**config.mk**
```make
export PLATFORM = sky130hd
export DESIGN_NAME = zone_grid_to_frame_remap
export DESIGN_NICKNAME = d
export VERILOG_FILES = /design/src/rtl/core/zgfr_pkg.sv /design/src/rtl/core/zone_grid_to_frame_remap.sv /design/src/rtl/core/zgfr_frame_mem.sv /design/src/rtl/core/zgfr_zone_map.sv
export SDC_FILE = /design/constraint.sdc
export NUM_CORES = 1
export LEC_CHECK = 0
export BUFFER_PORTS_ARGS = -buffer_cell sky130_fd_sc_hd__buf_2
export CAP_MARGIN = 20
export CORE_UTILIZATION = 53
export DETAILED_ROUTE_END_ITERATION = 8
export GPL_TIMING_DRIVEN = 0
export PLACE_DENSITY = 0.72
export SLEW_MARGIN = 10
export SYNTH_ARGS = -nofsm -noshare
export SYNTH_HDL_FRONTEND = slang
export SYNTH_HIERARCHICAL = 1
export SYNTH_SLANG_ARGS = --single-unit
```
**constraint.sdc**
```tcl
create_clock -name clk -period 6.8 [get_ports clk]
set_clock_uncertainty 0.1 [all_clocks]
set_input_delay 1.7 -clock clk [delete_from_list [all_inputs] [get_ports clk]]
set_output_delay 1.7 -clock clk [all_outputs]
set_load 0.02 [all_outputs]
```
**src/rtl/core/zgfr_pkg.sv**
```systemverilog
// Package for the zone-grid to frame remapper.
// Shared types, codes and frame geometry constants; no dependencies.
package zgfr_pkg;

  localparam int unsigned FRAME_CELLS = 64;
  localparam int unsigned CELL_W      = 6;
  localparam int unsigned DIST_W      = 16;
  localparam int unsigned ISS_W       = 7;

  // Request kinds on the input channel
  typedef enum logic [1:0] {
    KIND_ZONE  = 2'd0,
    KIND_BLANK = 2'd1,
    KIND_READ  = 2'd2,
    KIND_NONE  = 2'd3
  } kind_t;

  typedef enum logic [1:0] {
    ST_IDLE,
    ST_BLOCK,
    ST_READ,
    ST_STALE
  } state_t;

  // Result of mapping one zone onto the frame
  typedef struct packed {
    logic              hit;    // zone lands inside the frame
    logic              block;  // 4x4 mode: fills a 2x2 block
    logic [CELL_W-1:0] base;   // first (top-left) cell written
  } zone_map_t;

endpackage

```
**src/rtl/core/zone_grid_to_frame_remap.sv**
```systemverilog
// Top level of the zone-grid to 8x8 frame remapper.
// Uses zgfr_pkg, zgfr_zone_map and zgfr_frame_mem.
//
//   channel  handshake            payload
//   in_      in_valid/in_ready    kind, zone_num, zone_count, target_count,
//                                 zone_status, range_mm, last_zone
//   out_     out_valid/out_ready  frame_fresh, cell_index, cell_distance, last
//
// An 8x8 zone, a dropped zone or a blank request is handled in idle; a 4x4 zone
// that lands writes one cell in idle and the rest in ST_BLOCK, one frame-store
// write per cell of its 2x2 block. A fresh read issues 64 RAM reads, one per
// cycle unless stalled, with the input held off until it is back in idle; a
// stale read gives one result. Output stalls back-pressure the read stream; zone
// requests are taken while the last results of a read still wait at the output.
// Reset clears the written mask, fresh and open flags; the RAM is not cleared.
module zone_grid_to_frame_remap (
  input  logic        clk,
  input  logic        rst_n,
  input  logic        in_valid,
  output logic        in_ready,
  input  logic [1:0]  in_kind,
  input  logic [5:0]  in_zone_num,
  input  logic [6:0]  in_zone_count,
  input  logic [2:0]  in_target_count,
  input  logic [7:0]  in_zone_status,
  input  logic [15:0] in_range_mm,
  input  logic        in_last_zone,
  output logic        out_valid,
  input  logic        out_ready,
  output logic        out_frame_fresh,
  output logic [5:0]  out_cell_index,
  output logic [15:0] out_cell_distance,
  output logic        out_last
);

  zgfr_pkg::state_t    state_r, state_nxt;
  zgfr_pkg::zone_map_t zmap;

  logic [zgfr_pkg::FRAME_CELLS-1:0] mask_r, mask_nxt;
  logic        fresh_r, fresh_nxt;
  logic        open_r, open_nxt;
  logic [1:0]  blk_r, blk_nxt;
  logic [5:0]  base_r, base_nxt;
  logic [15:0] dist_r, dist_nxt;
  logic [zgfr_pkg::ISS_W-1:0] iss_r, iss_nxt;

  logic        mem_we, mem_re;
  logic [5:0]  mem_waddr;
  logic [15:0] mem_wdata, mem_rdata;
  logic [15:0] zone_dist;

  logic        p_r, p_wr_r;
  logic [5:0]  p_idx_r;
  logic        out_load, stale_load;
  logic        o_valid_r, o_fresh_r, o_last_r;
  logic [5:0]  o_idx_r;
  logic [15:0] o_dist_r;

  // zone mapping
  zgfr_zone_map u_map (
    .zone_num   (in_zone_num),
    .zone_count (in_zone_count),
    .zmap       (zmap)
  );

  // distance kept only with a target and a valid status
  assign zone_dist = ((in_target_count != 3'd0) && (in_zone_status == 8'd0)) ?
                     in_range_mm : 16'd0;

  // read stage moves into the output register when it is free
  assign out_load = p_r && (!o_valid_r || out_ready);

  // next state and control
  always_comb begin
    state_nxt  = state_r;
    mask_nxt   = mask_r;
    fresh_nxt  = fresh_r;
    open_nxt   = open_r;
    blk_nxt    = blk_r;
    base_nxt   = base_r;
    dist_nxt   = dist_r;
    iss_nxt    = iss_r;
    in_ready   = 1'b0;
    mem_we     = 1'b0;
    mem_re     = 1'b0;
    mem_waddr  = zmap.base;
    mem_wdata  = zone_dist;
    stale_load = 1'b0;
    case (state_r)
      zgfr_pkg::ST_IDLE: begin
        in_ready = 1'b1;
        if (in_valid) begin
          case (zgfr_pkg::kind_t'(in_kind))
            zgfr_pkg::KIND_ZONE: begin
              // first zone after a closed frame starts a new one
              mask_nxt = open_r ? mask_r : '0;
              open_nxt = 1'b1;
              if (zmap.hit) begin
                mem_we              = 1'b1;
                mask_nxt[zmap.base] = 1'b1;
                if (zmap.block) begin
                  state_nxt = zgfr_pkg::ST_BLOCK;
                  blk_nxt   = 2'd1;
                  base_nxt  = zmap.base;
                  dist_nxt  = zone_dist;
                end
              end
              if (in_last_zone) begin
                fresh_nxt = 1'b1;
                open_nxt  = 1'b0;
              end
            end
            zgfr_pkg::KIND_BLANK: begin
              mask_nxt  = '0;
              fresh_nxt = 1'b1;
              open_nxt  = 1'b0;
            end
            zgfr_pkg::KIND_READ: begin
              if (fresh_r) begin
                state_nxt = zgfr_pkg::ST_READ;
                iss_nxt   = '0;
                fresh_nxt = 1'b0;
              end else begin
                state_nxt = zgfr_pkg::ST_STALE;
              end
            end
            default: ;
          endcase
        end
      end
      zgfr_pkg::ST_BLOCK: begin
        // remaining cells of the 2x2 block: +1, +8, +9
        mem_we              = 1'b1;
        mem_waddr           = base_r + {2'b00, blk_r[1], 2'b00, blk_r[0]};
        mem_wdata           = dist_r;
        mask_nxt[mem_waddr] = 1'b1;
        blk_nxt             = blk_r + 2'd1;
        if (blk_r == 2'd3) begin
          state_nxt = zgfr_pkg::ST_IDLE;
        end
      end
      zgfr_pkg::ST_READ: begin
        if (iss_r[zgfr_pkg::ISS_W-1]) begin
          state_nxt = zgfr_pkg::ST_IDLE;
        end else if (!p_r || out_load) begin
          mem_re  = 1'b1;
          iss_nxt = iss_r + 7'd1;
        end
      end
      zgfr_pkg::ST_STALE: begin
        // wait until earlier results are out of the read stage
        if (!p_r && (!o_valid_r || out_ready)) begin
          stale_load = 1'b1;
          state_nxt  = zgfr_pkg::ST_IDLE;
        end
      end
      default: state_nxt = zgfr_pkg::ST_IDLE;
    endcase
  end

  // state register
  always_ff @(posedge clk) begin
    if (!rst_n) begin
      state_r <= zgfr_pkg::ST_IDLE;
    end else begin
      state_r <= state_nxt;
    end
  end

  // control state
  always_ff @(posedge clk) begin
    if (!rst_n) begin
      mask_r  <= '0;
      fresh_r <= 1'b0;
      open_r  <= 1'b0;
      blk_r   <= '0;
      iss_r   <= '0;
    end else begin
      mask_r  <= mask_nxt;
      fresh_r <= fresh_nxt;
      open_r  <= open_nxt;
      blk_r   <= blk_nxt;
      iss_r   <= iss_nxt;
    end
  end

  // block payload
  always_ff @(posedge clk) begin
    base_r <= base_nxt;
    dist_r <= dist_nxt;
  end

  zgfr_frame_mem u_mem (
    .clk   (clk),
    .we    (mem_we),
    .waddr (mem_waddr),
    .wdata (mem_wdata),
    .re    (mem_re),
    .raddr (iss_r[5:0]),
    .rdata (mem_rdata)
  );

  // read stage alongside the RAM output register
  always_ff @(posedge clk) begin
    if (!rst_n) begin
      p_r <= 1'b0;
    end else if (mem_re) begin
      p_r <= 1'b1;
    end else if (out_load) begin
      p_r <= 1'b0;
    end
  end

  always_ff @(posedge clk) begin
    if (mem_re) begin
      p_idx_r <= iss_r[5:0];
      p_wr_r  <= mask_r[iss_r[5:0]];
    end
  end

  // output register
  always_ff @(posedge clk) begin
    if (!rst_n) begin
      o_valid_r <= 1'b0;
    end else if (out_load || stale_load) begin
      o_valid_r <= 1'b1;
    end else if (out_ready) begin
      o_valid_r <= 1'b0;
    end
  end

  always_ff @(posedge clk) begin
    if (out_load) begin
      o_fresh_r <= 1'b1;
      o_idx_r   <= p_idx_r;
      o_dist_r  <= p_wr_r ? mem_rdata : 16'd0;
      o_last_r  <= (p_idx_r == 6'(zgfr_pkg::FRAME_CELLS - 1));
    end else if (stale_load) begin
      o_fresh_r <= 1'b0;
      o_idx_r   <= '0;
      o_dist_r  <= '0;
      o_last_r  <= 1'b1;
    end
  end

  assign out_valid         = o_valid_r;
  assign out_frame_fresh   = o_fresh_r;
  assign out_cell_index    = o_idx_r;
  assign out_cell_distance = o_dist_r;
  assign out_last          = o_last_r;

  // block fill writes the RAM every cycle
  a_block_writes: assert property (@(posedge clk) disable iff (!rst_n)
    (state_r == zgfr_pkg::ST_BLOCK) |-> mem_we)
    else $error("block fill cycle without a RAM write");

  // RAM reads only while streaming
  a_read_in_stream: assert property (@(posedge clk) disable iff (!rst_n)
    mem_re |-> (state_r == zgfr_pkg::ST_READ) && !iss_r[zgfr_pkg::ISS_W-1])
    else $error("RAM read outside read stream");

  // read request clears the fresh flag
  a_read_clears_fresh: assert property (@(posedge clk) disable iff (!rst_n)
    (in_valid && in_ready && (in_kind == zgfr_pkg::KIND_READ)) |=> !fresh_r)
    else $error("fresh flag not cleared by read");

  // a held read stage is not overwritten
  a_stage_holds: assert property (@(posedge clk) disable iff (!rst_n)
    (p_r && !out_load) |-> !mem_re)
    else $error("read stage overwritten while stalled");

  // stale result never overtakes streamed cells
  a_stale_order: assert property (@(posedge clk) disable iff (!rst_n)
    stale_load |-> !p_r && !out_load)
    else $error("stale result issued with cells pending");

endmodule

```
**src/rtl/core/zgfr_frame_mem.sv**
```systemverilog
// Frame store: 64 x 16-bit synchronous RAM, one write and one read port.
// Read data is registered and holds while no read is issued. Uses zgfr_pkg.
module zgfr_frame_mem (
  input  logic                         clk,
  input  logic                         we,
  input  logic [zgfr_pkg::CELL_W-1:0]  waddr,
  input  logic [zgfr_pkg::DIST_W-1:0]  wdata,
  input  logic                         re,
  input  logic [zgfr_pkg::CELL_W-1:0]  raddr,
  output logic [zgfr_pkg::DIST_W-1:0]  rdata
);

  logic [zgfr_pkg::DIST_W-1:0] mem [zgfr_pkg::FRAME_CELLS];
  logic [zgfr_pkg::DIST_W-1:0] rdata_r;

  // write port
  always_ff @(posedge clk) begin
    if (we) begin
      mem[waddr] <= wdata;
    end
  end

  // registered read port
  always_ff @(posedge clk) begin
    if (re) begin
      rdata_r <= mem[raddr];
    end
  end

  assign rdata = rdata_r;

endmodule

```
**src/rtl/core/zgfr_zone_map.sv**
```systemverilog
// Zone-to-cell mapping: range check, mode select and mirrored column.
// Combinational; uses zgfr_pkg for the mapping struct.
module zgfr_zone_map (
  input  logic [5:0]          zone_num,
  input  logic [6:0]          zone_count,
  output zgfr_pkg::zone_map_t zmap
);

  logic full;

  // 64 or more zones: one zone per cell
  assign full = zone_count[6];

  always_comb begin
    zmap.block = !full;
    zmap.hit   = ({1'b0, zone_num} < zone_count) && (full || !(|zone_num[5:4]));
    if (full) begin
      // row = idx/8, col = 7 - idx%8
      zmap.base = {zone_num[5:3], ~zone_num[2:0]};
    end else begin
      // 2x2 block: row = (idx/4)*2, col = (3 - idx%4)*2
      zmap.base = {zone_num[3:2], 1'b0, ~zone_num[1:0], 1'b0};
    end
  end

endmodule
```
# After elaboration in Yosys (flattened, before gate mapping)
# Memory sizes are Yosys's and may differ from the RTL's. A register that Yosys moved wholly into a read port is not among the register bits.
# Cells that the tools add are included.
[classes] bitwise=5 addsub=3 n_eq_ne=23 n_mux=60 n_lt_le_gt_ge=6 reduce_logical=33
[op_table] operator="one-hot mux 64 bit (2 select lines)" count=2
[op_table] operator="two-way mux 64 bit" count=3
[op_table] operator="OR 64 bit" count=2
[op_table] operator="two-way mux 16 bit" count=5
[op_table] operator="two-way mux 7 bit" count=5
[op_table] operator="two-way mux 6 bit" count=4
[op_table] operator="two-way mux 1 bit" count=23
[op_table] operator="< comparator 6 x 7 -> 1 bit (second input constant)" count=3
[op_table] operator="inequality test 2 bit (second input constant)" count=9
[op_table] operator="two-way mux 2 bit" count=8
[op_table] operator="one-hot mux 7 bit (2 select lines)" count=1
[op_table] operator="demux 1 bit (select 6 bit)" count=2
[op_table] operator="greater-or-equal comparator 6 x 1 -> 1 bit (second input constant)" count=2
[op_table] operator="nonzero test 2 bit" count=6
[op_table] operator="AND reduction 5 bit" count=2
[op_table] operator="== test 2 bit (second input constant)" count=4
[op_table] operator="logical NOT 8 bit" count=1
[op_table] operator="one-hot mux 2 bit (2 select lines)" count=2
[op_table] operator="one-hot mux 2 bit (4 select lines)" count=1
[op_table] operator="AND reduction 4 bit" count=2
[op_table] operator="adder 7 x 1 -> 7 bit (second input constant)" count=1
[op_table] operator="< comparator 6 x 7 -> 1 bit" count=1
[op_table] operator="AND reduction 7 bit" count=1
[op_table] operator="adder 6 x 4 -> 6 bit" count=1
[op_table] operator="21 further kinds" count=39
[totals] out_inout_bits=26 memories=1 in_bits=47 regBits=132 elab_cells=148 mem_bits_rw=1024
[memory_table] name="u_mem.mem" depth=64 word_bits=16 read_ports=1 rd_ports_with_merged_regs=1 wr=1 line="zgfr_frame_mem.sv:13" rtl="logic [zgfr_pkg::DIST_W-1:0] mem [zgfr_pkg::FRAME_CELLS];"

# Longest topological paths before layout
# Gate-level depths: netlist of run 1.
[logic_depth] ltp_word=11 ltp_mapped=12 depth_no_buf=10

# By module
# The synthesis of run 1 kept the hierarchy.
[modules_own_cells] module="zgfr_frame_mem" cells_each=1829 area_per_inst_um2=40199.8 seq_area_each_um2=31230.0 n_inst=1
[modules_own_cells] module="zone_grid_to_frame_remap" cells_each=703 area_per_inst_um2=7058.0 seq_area_each_um2=3163.0 n_inst=1
[modules_own_cells] module="zgfr_zone_map" cells_each=29 area_per_inst_um2=232.7 seq_area_each_um2=0.0 n_inst=1

# Least setup slack after synthesis of run 1
# Ideal clock, no wire load.
[synth_timing] path_type="input port to flip-flop" from="input in_zone_count[4]" to="memory u_mem/mem[48][0] (netlist name), enable pin" setup_ns=0.409 required_time_ns=6.291 arrival_ns=4.429 path_stages=11 path_slack_ns=1.862 n_path_buf=1 path_cell_list="inv_1 ha_1 a21oi_1 o22ai_2 a21oi_2 clkbuf_1 a31oi_1 nor2_1 nor2b_1 nand4b_1 nor3_1"
[synth_rtl] element="start, declared" line="zone_grid_to_frame_remap.sv:23" rtl="input logic [6:0] in_zone_count,"
[synth_rtl] element="end, declared" line="zgfr_frame_mem.sv:13"

==> impl_metrics.csv, run 1 <==
group,metric,value,unit
floorplan,start_util,0.537,
timing,final.setup.tns,0,ns
setup_path,setup.worst_path.class,"input pin to register",
logic_synthesis,synthesis.area_per_instance,18.5,µm²
place,gp_routability_congestion,0.958,
clock_network,cts_tree,"yes",
logic_synthesis,synthesized_flop_and_latch_total,1172,
cells_and_area,final_nets,2885,
logic_synthesis,synth_sequential_area_ratio,0.724,
power,leakage,0.0162,µW
global_routing,use_met2,0.443,
global_routing,global_route.usage.total,0.284,
power,power.clock.fraction,0.419,
power,p_int,11600,µW
route,routed_wirelength,127,mm
setup_path,r2r_cells,9,
clock_network,cts_buffers,115,
timing,achievable-frequency,0.181,GHz
clock_network,cts_hold_repair.buffers,0,
floorplan,core.rowCount,109,
logic_synthesis,yosysUniqueCellTypes,75,
global_routing,wire_length_of_the_first_global_routing_pass,184,mm
logic_synthesis,ys.warnings.count,6,
status,violations_in_the_final_reports,"DRC",
power,switching_share,0.211,
setup_path,path_max_fanout,10,
power,total_power,14800,µW
clock_network,cts_post_setup_buffers_inserted,0,
global_routing,grt_remaining_overflow,0,
logic_synthesis,synthCells,2561,
timing,hold_viol,0,
route,num_vias,27000,
clock_network,cts_resized,0,
setup_path,cp-start-kind,"input pin",
run,max_cap_viol_count,0,
power,p_seq_frac,0.537,
timing,report.final.slew_viol_count,0,
route,drt_first_iter_violations,3422,
logic_synthesis,async_reset_ff_frac,0,
global_routing,global_route.usage.met3,0.0590,
timing,worst_pin_slew,1.12,ns
logic_synthesis,number_of_synthesized_flops_with_an_enable_pin,1092,
setup_path,startpoint_of_the_worst_register_to_register_path,"state_r[1]",
route,remaining_drc_errors,8,
global_routing,grt_antenna_before_repair,0,
cells_and_area,antenna_cells_inserted,0,
logic_synthesis,synthesis.area,47500,µm²
place,detailed_place_hpwl,85.4,mm
global_routing,global_route.usage.met1,0.387,
clock_network,cts.reportedPaths.clkPinSlew,0.07,ns
floorplan,die-area,90800,µm²
timing,grt_setup_unrepaired,"no",
floorplan,die_w,301,µm
cells_and_area,area_growth_syn_to_layout,14.3,%
clock_network,clockRootBuffer,"clkbuf_16",
worst_hold_path,worst_hold_path.endpoint,"mask_r[4]",
worst_hold_path,timing.hold.worst.class,"register to register",
floorplan,die_h,301,µm
clock_network,tritoncts_num_sinks,1172,
floorplan,ioPinCount,73,
route,viasPerCell,6.62,
setup_path,setup.worst_path.end_class,"register",
power,net-switching-power,3110,µW
setup_path,worst_ep_required_time,7.09,ns
floorplan,placeable_core_area,88500,µm²
logic_synthesis,synth-main-ff-cell,"edfxtp_1",
power,comb_power_share,0.044,
clock_network,htreeDepth,3,
route,postRouteAntennaNets,0,
setup_path,ff2ff_setup_slack,1.81,ns
place,numPortBuffers,71,
setup_path,critPathArrivalTime,5.82,ns
timing,layout_worst_path_cycle_share,0.814,
route,drtPass1Iterations,8,
power,vdd.ir_drop.worst,0.227,mV
global_routing,grt_pass1_vias,26700,
setup_path,reg2reg_to,"u_mem/mem[47][15]",
timing,setup_viol,0,
route,wl_per_cell,31.2,µm
global_routing,grt-busiest-layer,"met2",
global_routing,grt_start_max_net_pins,65,
timing,fin_crit,5.53,ns
clock_network,max-clock-path-buffers,3,
timing,timing.slew.headroom,0.250,
worst_hold_path,hp-start,"mask_r[4]",
cells_and_area,post_route_cells_drive_above_1_share,0.259,
clock_network,worstSkewPairLatency,0.71,ns
power,cellPowerDensity,272,nW/µm²
status,run_status,"finished, violations left",
logic_synthesis,synth_fp_nets,2621,
worst_hold_path,min_path_cells,2,
## sequential cells by signal, summed over array words and instances, names as in the netlist, 2 cells and up
name and flops:
u_mem/mem 1024, mask_r 64, dist_r 16, out_cell_distance 16, u_mem/rdata 16, iss_r 7
base_r 6, out_cell_index 6, p_idx_r 6, blk_r 2, state_r 2
## layout make-up
| type | instances | area [µm²] |
|---|---|---|
| timing repair buffer | 147 | 1450 |
| inverter | 10 | 37.5 |
| clock inverter | 68 | 611 |
| clock buffer | 142 | 3020 |
| multi-input combinational | 1207 | 12300 |
| fill | 6113 | 34300 |
| tap | 1165 | 1460 |
| buffer | 172 | 1030 |
| sequential | 1172 | 34400 |
## cell usage after synthesis (5+ instances only)
master	count	area share
a22o_1	6	0.0011
nand2b_1	13	0.0017
nand3_1	36	0.0038
a221o_1	6	0.0013
buf_2	43	0.0045
buf_12	6	0.0025
nor2_1	101	0.0080
a211oi_1	9	0.0014
a221oi_1	16	0.0030
o211ai_1	15	0.0024
ha_1	13	0.0034
mux2_2	47	0.011
nor3_1	9	0.00095
and3_1	27	0.0036
nor3b_1	6	0.00095
mux2i_1	95	0.020
a31oi_1	10	0.0013
buf_4	13	0.0021
nand4_1	16	0.0021
a22oi_1	96	0.015
dfxtp_1	80	0.034
a21oi_1	32	0.0034
o21a_1	45	0.0071
a41oi_1	6	0.0011
o22ai_1	37	0.0049
edfxtp_1	1092	0.69
o221ai_1	7	0.0013
o21ai_1	15	0.0016
mux4_2	229	0.11
mux4_1	13	0.0072
a211o_1	8	0.0015
and4_1	5	0.00092
nand2_1	99	0.0078
clkbuf_1	81	0.0064
nor2b_1	35	0.0046
o21ai_0	69	0.0073
a311oi_1	9	0.0017
inv_1	10	0.00079
xor2_1	8	0.0015
and2_1	21	0.0028
buf_6	19	0.0045
## cell families after synthesis
| logic type | after synthesis | share of synthesized area |
|---|---|---|
| xor+xnor | 10 | 0.00184 |
| buf+inv | 182 | 0.0224 |
| flops | 1172 | 0.724 |
| mux | 386 | 0.148 |
| fa+ha+maj | 13 | 0.00343 |
| compound gates | 399 | 0.0579 |
| simple gates | 399 | 0.0426 |
## worst max path at each step
stage	startpoint	endpoint
6_report	in_zone_num[4]	u_mem/mem[14][15]
5_1_grt	in_zone_num[2]	u_mem/mem[14][0]
4_1_cts	in_zone_num[2]	u_mem/mem[14][15]
3_5_place_dp	in_zone_num[2]	u_mem/mem[14][12]
3_3_place_gp	in_zone_num[2]	u_mem/mem[48][1]
2_1_floorplan	in_zone_count[4]	u_mem/mem[48][0]
## layout by cell type, fill, tap and decap left out, types with 9 or more instances in the layout
cell,count
clkinv_1,25
a311oi_1,9
o21a_1,45
clkinv_2,19
o21ai_0,69
buf_12,15
o22ai_1,37
nand3_1,36
a22oi_1,96
nand2b_1,13
o21ai_1,15
buf_8,54
edfxtp_1,1092
dfxtp_1,80
clkbuf_1,106
buf_4,19
and3_1,27
bufinv_16,10
nor2_1,38
mux4_1,13
a21oi_1,32
mux4_2,229
ha_1,13
a31oi_1,10
nand2_1,99
buf_2,115
mux2i_1,95
a221oi_1,16
buf_6,28
o211ai_1,15
a211oi_1,9
nor2_2,65
mux2_4,9
and2_1,21
clkbuf_16,117
mux2_2,40
inv_1,10
nand4_1,16
nor2b_1,35
## critical path, cell delays in order
cell	delay (ns)
buf_2	0.12
ha_1	0.30
a21oi_1	0.16
o22ai_2	0.11
a21oi_2	0.17
clkbuf_1	0.42
a31oi_1	0.16
nor2_1	0.44
nor2b_1	0.38
nand3_1	0.78
nor2_2	0.83
buf_6	0.24
## through the flow
step	setup slack, ns	hold slack [ns]	util	instances	area, µm²
detailed placement	0.841	0.352	0.572	3872	50600
global placement	0.146	0.347	0.557	3797	49300
floorplan	1.86	0.324	-	2561	47500
finish	1.27	0.375	0.613	4083	54300
CTS	1.55	0.372	0.613	4082	54300
global route	1.21	0.404	0.613	4083	54300
## power groups by stage
stage | clock network, µW | logic [µW] | registers [µW]
2_1_floorplan | 0 | 400 | 8060
6_report | 6180 | 650 | 7920
4_1_cts | 6250 | 640 | 7920
3_5_place_dp | 0 | 638 | 8070
5_1_grt | 6520 | 682 | 7930
3_3_place_gp | 0 | 589 | 8070
## per-layer routing
layer  share of wire  routed length [µm]  vias up
li1                -                   -    11000
met1            0.37               47500    14000
met2            0.47               60100     1666
met3            0.10               13300      329
met4           0.051                6490        0
met5               0                   0        -
(Power assumes the default switching activity.)
==> run 2, diff against run 1 <==
Clock period 6.8 ns to 5.4 ns, I/O delays scaled along.
==> run 2 against run 1 <==
The run still ends with DRC left; sequential power up 26%; sequential cell count unchanged; combinational power up 26%; global-route usage about the same; cell count unchanged; sequential share of layout area unchanged; power up 26%; routed wire length about the same; utilization unchanged; worst setup slack worse by 1.1 ns; count of clock-buffer cells in the layout unchanged; critical path type unchanged; critical endpoint is now u_mem/mem[14][12].
==> impl_metrics.csv, run 2 (synthesis gave the netlist of run 1 again) <==
group,metric,value,unit
floorplan,ioPinCount,73,
clock_network,cts_post_setup_buffers_inserted,0,
global_routing,wire_length_of_the_first_global_routing_pass,184,mm
floorplan,die_w,301,µm
clock_network,cts_tree,"yes",
cells_and_area,largest_registers,"u_mem/mem: 1024 flops, mask_r: 64 flops",
setup_path,crit_path_cell_trace,"buf_2 -> ha_1 -> a21oi_1 -> o21ai_0 -> a21oi_2 -> clkbuf_1 -> a31oi_1 -> nor2_1 -> nor2b_1 -> nand3_1 -> nor2_2 -> buf_6",
floorplan,start_util,0.537,
run,max_cap_viol_count,0,
route,wl_per_cell,31.2,µm
cells_and_area,max_reg_flops,1024,
cells_and_area,area_growth_syn_to_layout,14.3,%
clock_network,worstSkewPairLatency,0.71,ns
global_routing,global_route.usage.total,0.284,
setup_path,slowest_stage_delay_on_critical_path,0.82,ns
setup_path,setup.worst_path.end_class,"register",
setup_path,critPathArrivalTime,5.48,ns
timing,worst_pin_slew,1.10,ns
cells_and_area,layout.core_utilization,0.613,
place,gp_routability_congestion,0.958,
worst_hold_path,timing.hold.worst.class,"register to register",
clock_network,max-clock-path-buffers,3,
setup_path,path_max_fanout,10,
timing,fin_crit,5.19,ns
setup_path,timing.critical_path.slowest_stage_cell,"nor2_2",
clock_network,cts_resized,0,
status,run_status,"finished, violations left",
floorplan,placeable_core_area,88500,µm²
place,post-place-cells,3872,
floorplan,core.rowCount,109,
timing,achievable-frequency,0.193,GHz
timing,hold_viol,0,
cells_and_area,layoutNonFillerInstCount,4083,
cells_and_area,post_route_cells_drive_above_1_share,0.259,
clock_network,tritoncts_num_sinks,1172,
timing,timing.final.ws_setup,0.211,ns
place,place_ws,-0.209,ns
cells_and_area,largest_register,"u_mem/mem",
setup_path,cp-start-kind,"input pin",
cells_and_area,mostFrequentLayoutCells,"1092 x edfxtp_1, 229 x mux4_2, 117 x clkbuf_16, 115 x buf_2, 106 x clkbuf_1",
floorplan,die_h,301,µm
clock_network,cts_buffers,115,
route,num_vias,27000,
clock_network,clockRootBuffer,"clkbuf_16",
setup_path,setup.worst_path.class,"input pin to register",
timing,timing.slew.headroom,0.265,
timing,grt_setup_unrepaired,"no",
cells_and_area,layout.cells.most_common,"edfxtp_1",
worst_hold_path,min_path_cells,2,
route,postRouteAntennaNets,0,
timing,setup_viol,0,
route,remaining_drc_errors,8,
place,detailed_place_hpwl,85.4,mm
setup_path,r2r_cells,9,
cells_and_area,ff_latch_area,34400,µm²
route,routed_wirelength,127,mm
route,drtPass1Iterations,9,
clock_network,htreeDepth,3,
cells_and_area,multi_input_comb_area,12300,µm²
cells_and_area,antenna_cells_inserted,0,
global_routing,grt_pass1_vias,26700,
route,viasPerCell,6.61,
global_routing,grt_remaining_overflow,0,
power,cellPowerDensity,342,nW/µm²
route,drt_first_iter_violations,3424,
timing,layout_worst_path_cycle_share,0.961,
cells_and_area,final_nets,2885,
cells_and_area,n_fill_cell,6113,
status,violations_in_the_final_reports,"DRC",
global_routing,grt_start_max_net_pins,65,
clock_network,cts_hold_repair.buffers,0,
place,numPortBuffers,71,
clock_network,cts.reportedPaths.clkPinSlew,0.06,ns
setup_path,worst_ep_required_time,5.69,ns
power,vdd.ir_drop.worst,0.286,mV
power,leakage,0.0162,µW
timing,report.final.slew_viol_count,0,
floorplan,die-area,90800,µm²
global_routing,grt_antenna_before_repair,0,
timing,final.setup.tns,0,ns
[run 2: cell counts in the layout (fill, tap and decap cells not counted)]
No cell type changed its count.
[run 2: critical path, delay by kind of cell]
family,cells,cell delay [ns]
and+or+nand+nor,4,2.42
AOI/OAI and AO/OA,4,0.58
adders and majority gates,1,0.30
buffers and inverters,3,0.78
[run 2: worst paths after layout]
path / to / start / slack [ns]
min: mask_r[4] / mask_r[4] / 0.38
max: u_mem/mem[14][12] / in_zone_num[2] / 0.21
min reg2reg: mask_r[4] / mask_r[4] / 0.38
max reg2reg: u_mem/mem[47][15] / state_r[1] / 0.41
[run 2: stage by stage]
step	total power (µW)	hold slack [ns]	instance area, µm²
after floorplan	10700	0.324	47500
after global placement	10900	0.347	49300
after detailed placement	11000	0.352	50600
after CTS	18700	0.372	54300
after global routing	19000	0.404	54300
final	18600	0.377	54300
[run 2: cell type report]
type	instances	share of cell area
Sequential cell	1172	0.634
Timing Repair Buffer	147	0.0268
Buffer	172	0.0190
Inverter	10	0.000692
Multi-Input combinational cell	1207	0.226
Clock buffer	142	0.0557
Tap cell	1165	0.0269
Clock inverter	68	0.0113
[run 2: per-layer routing]
metal | global-route usage | up-vias | wire [µm]
met2 | 0.444 | 1682 | 60200
li1 | - | 11000 | -
met5 | 0 | - | 0
met3 | 0.0596 | 329 | 13400
met1 | 0.386 | 13900 | 47400
met4 | 0.131 | 0 | 6300
[run 2: where the power goes]
group / internal [µW] / total, µW / switching (µW)
Combinational: 298 / 818 / 520
Clock: 4440 / 7780 / 3340
Sequential: 9930 / 9980 / 50.2
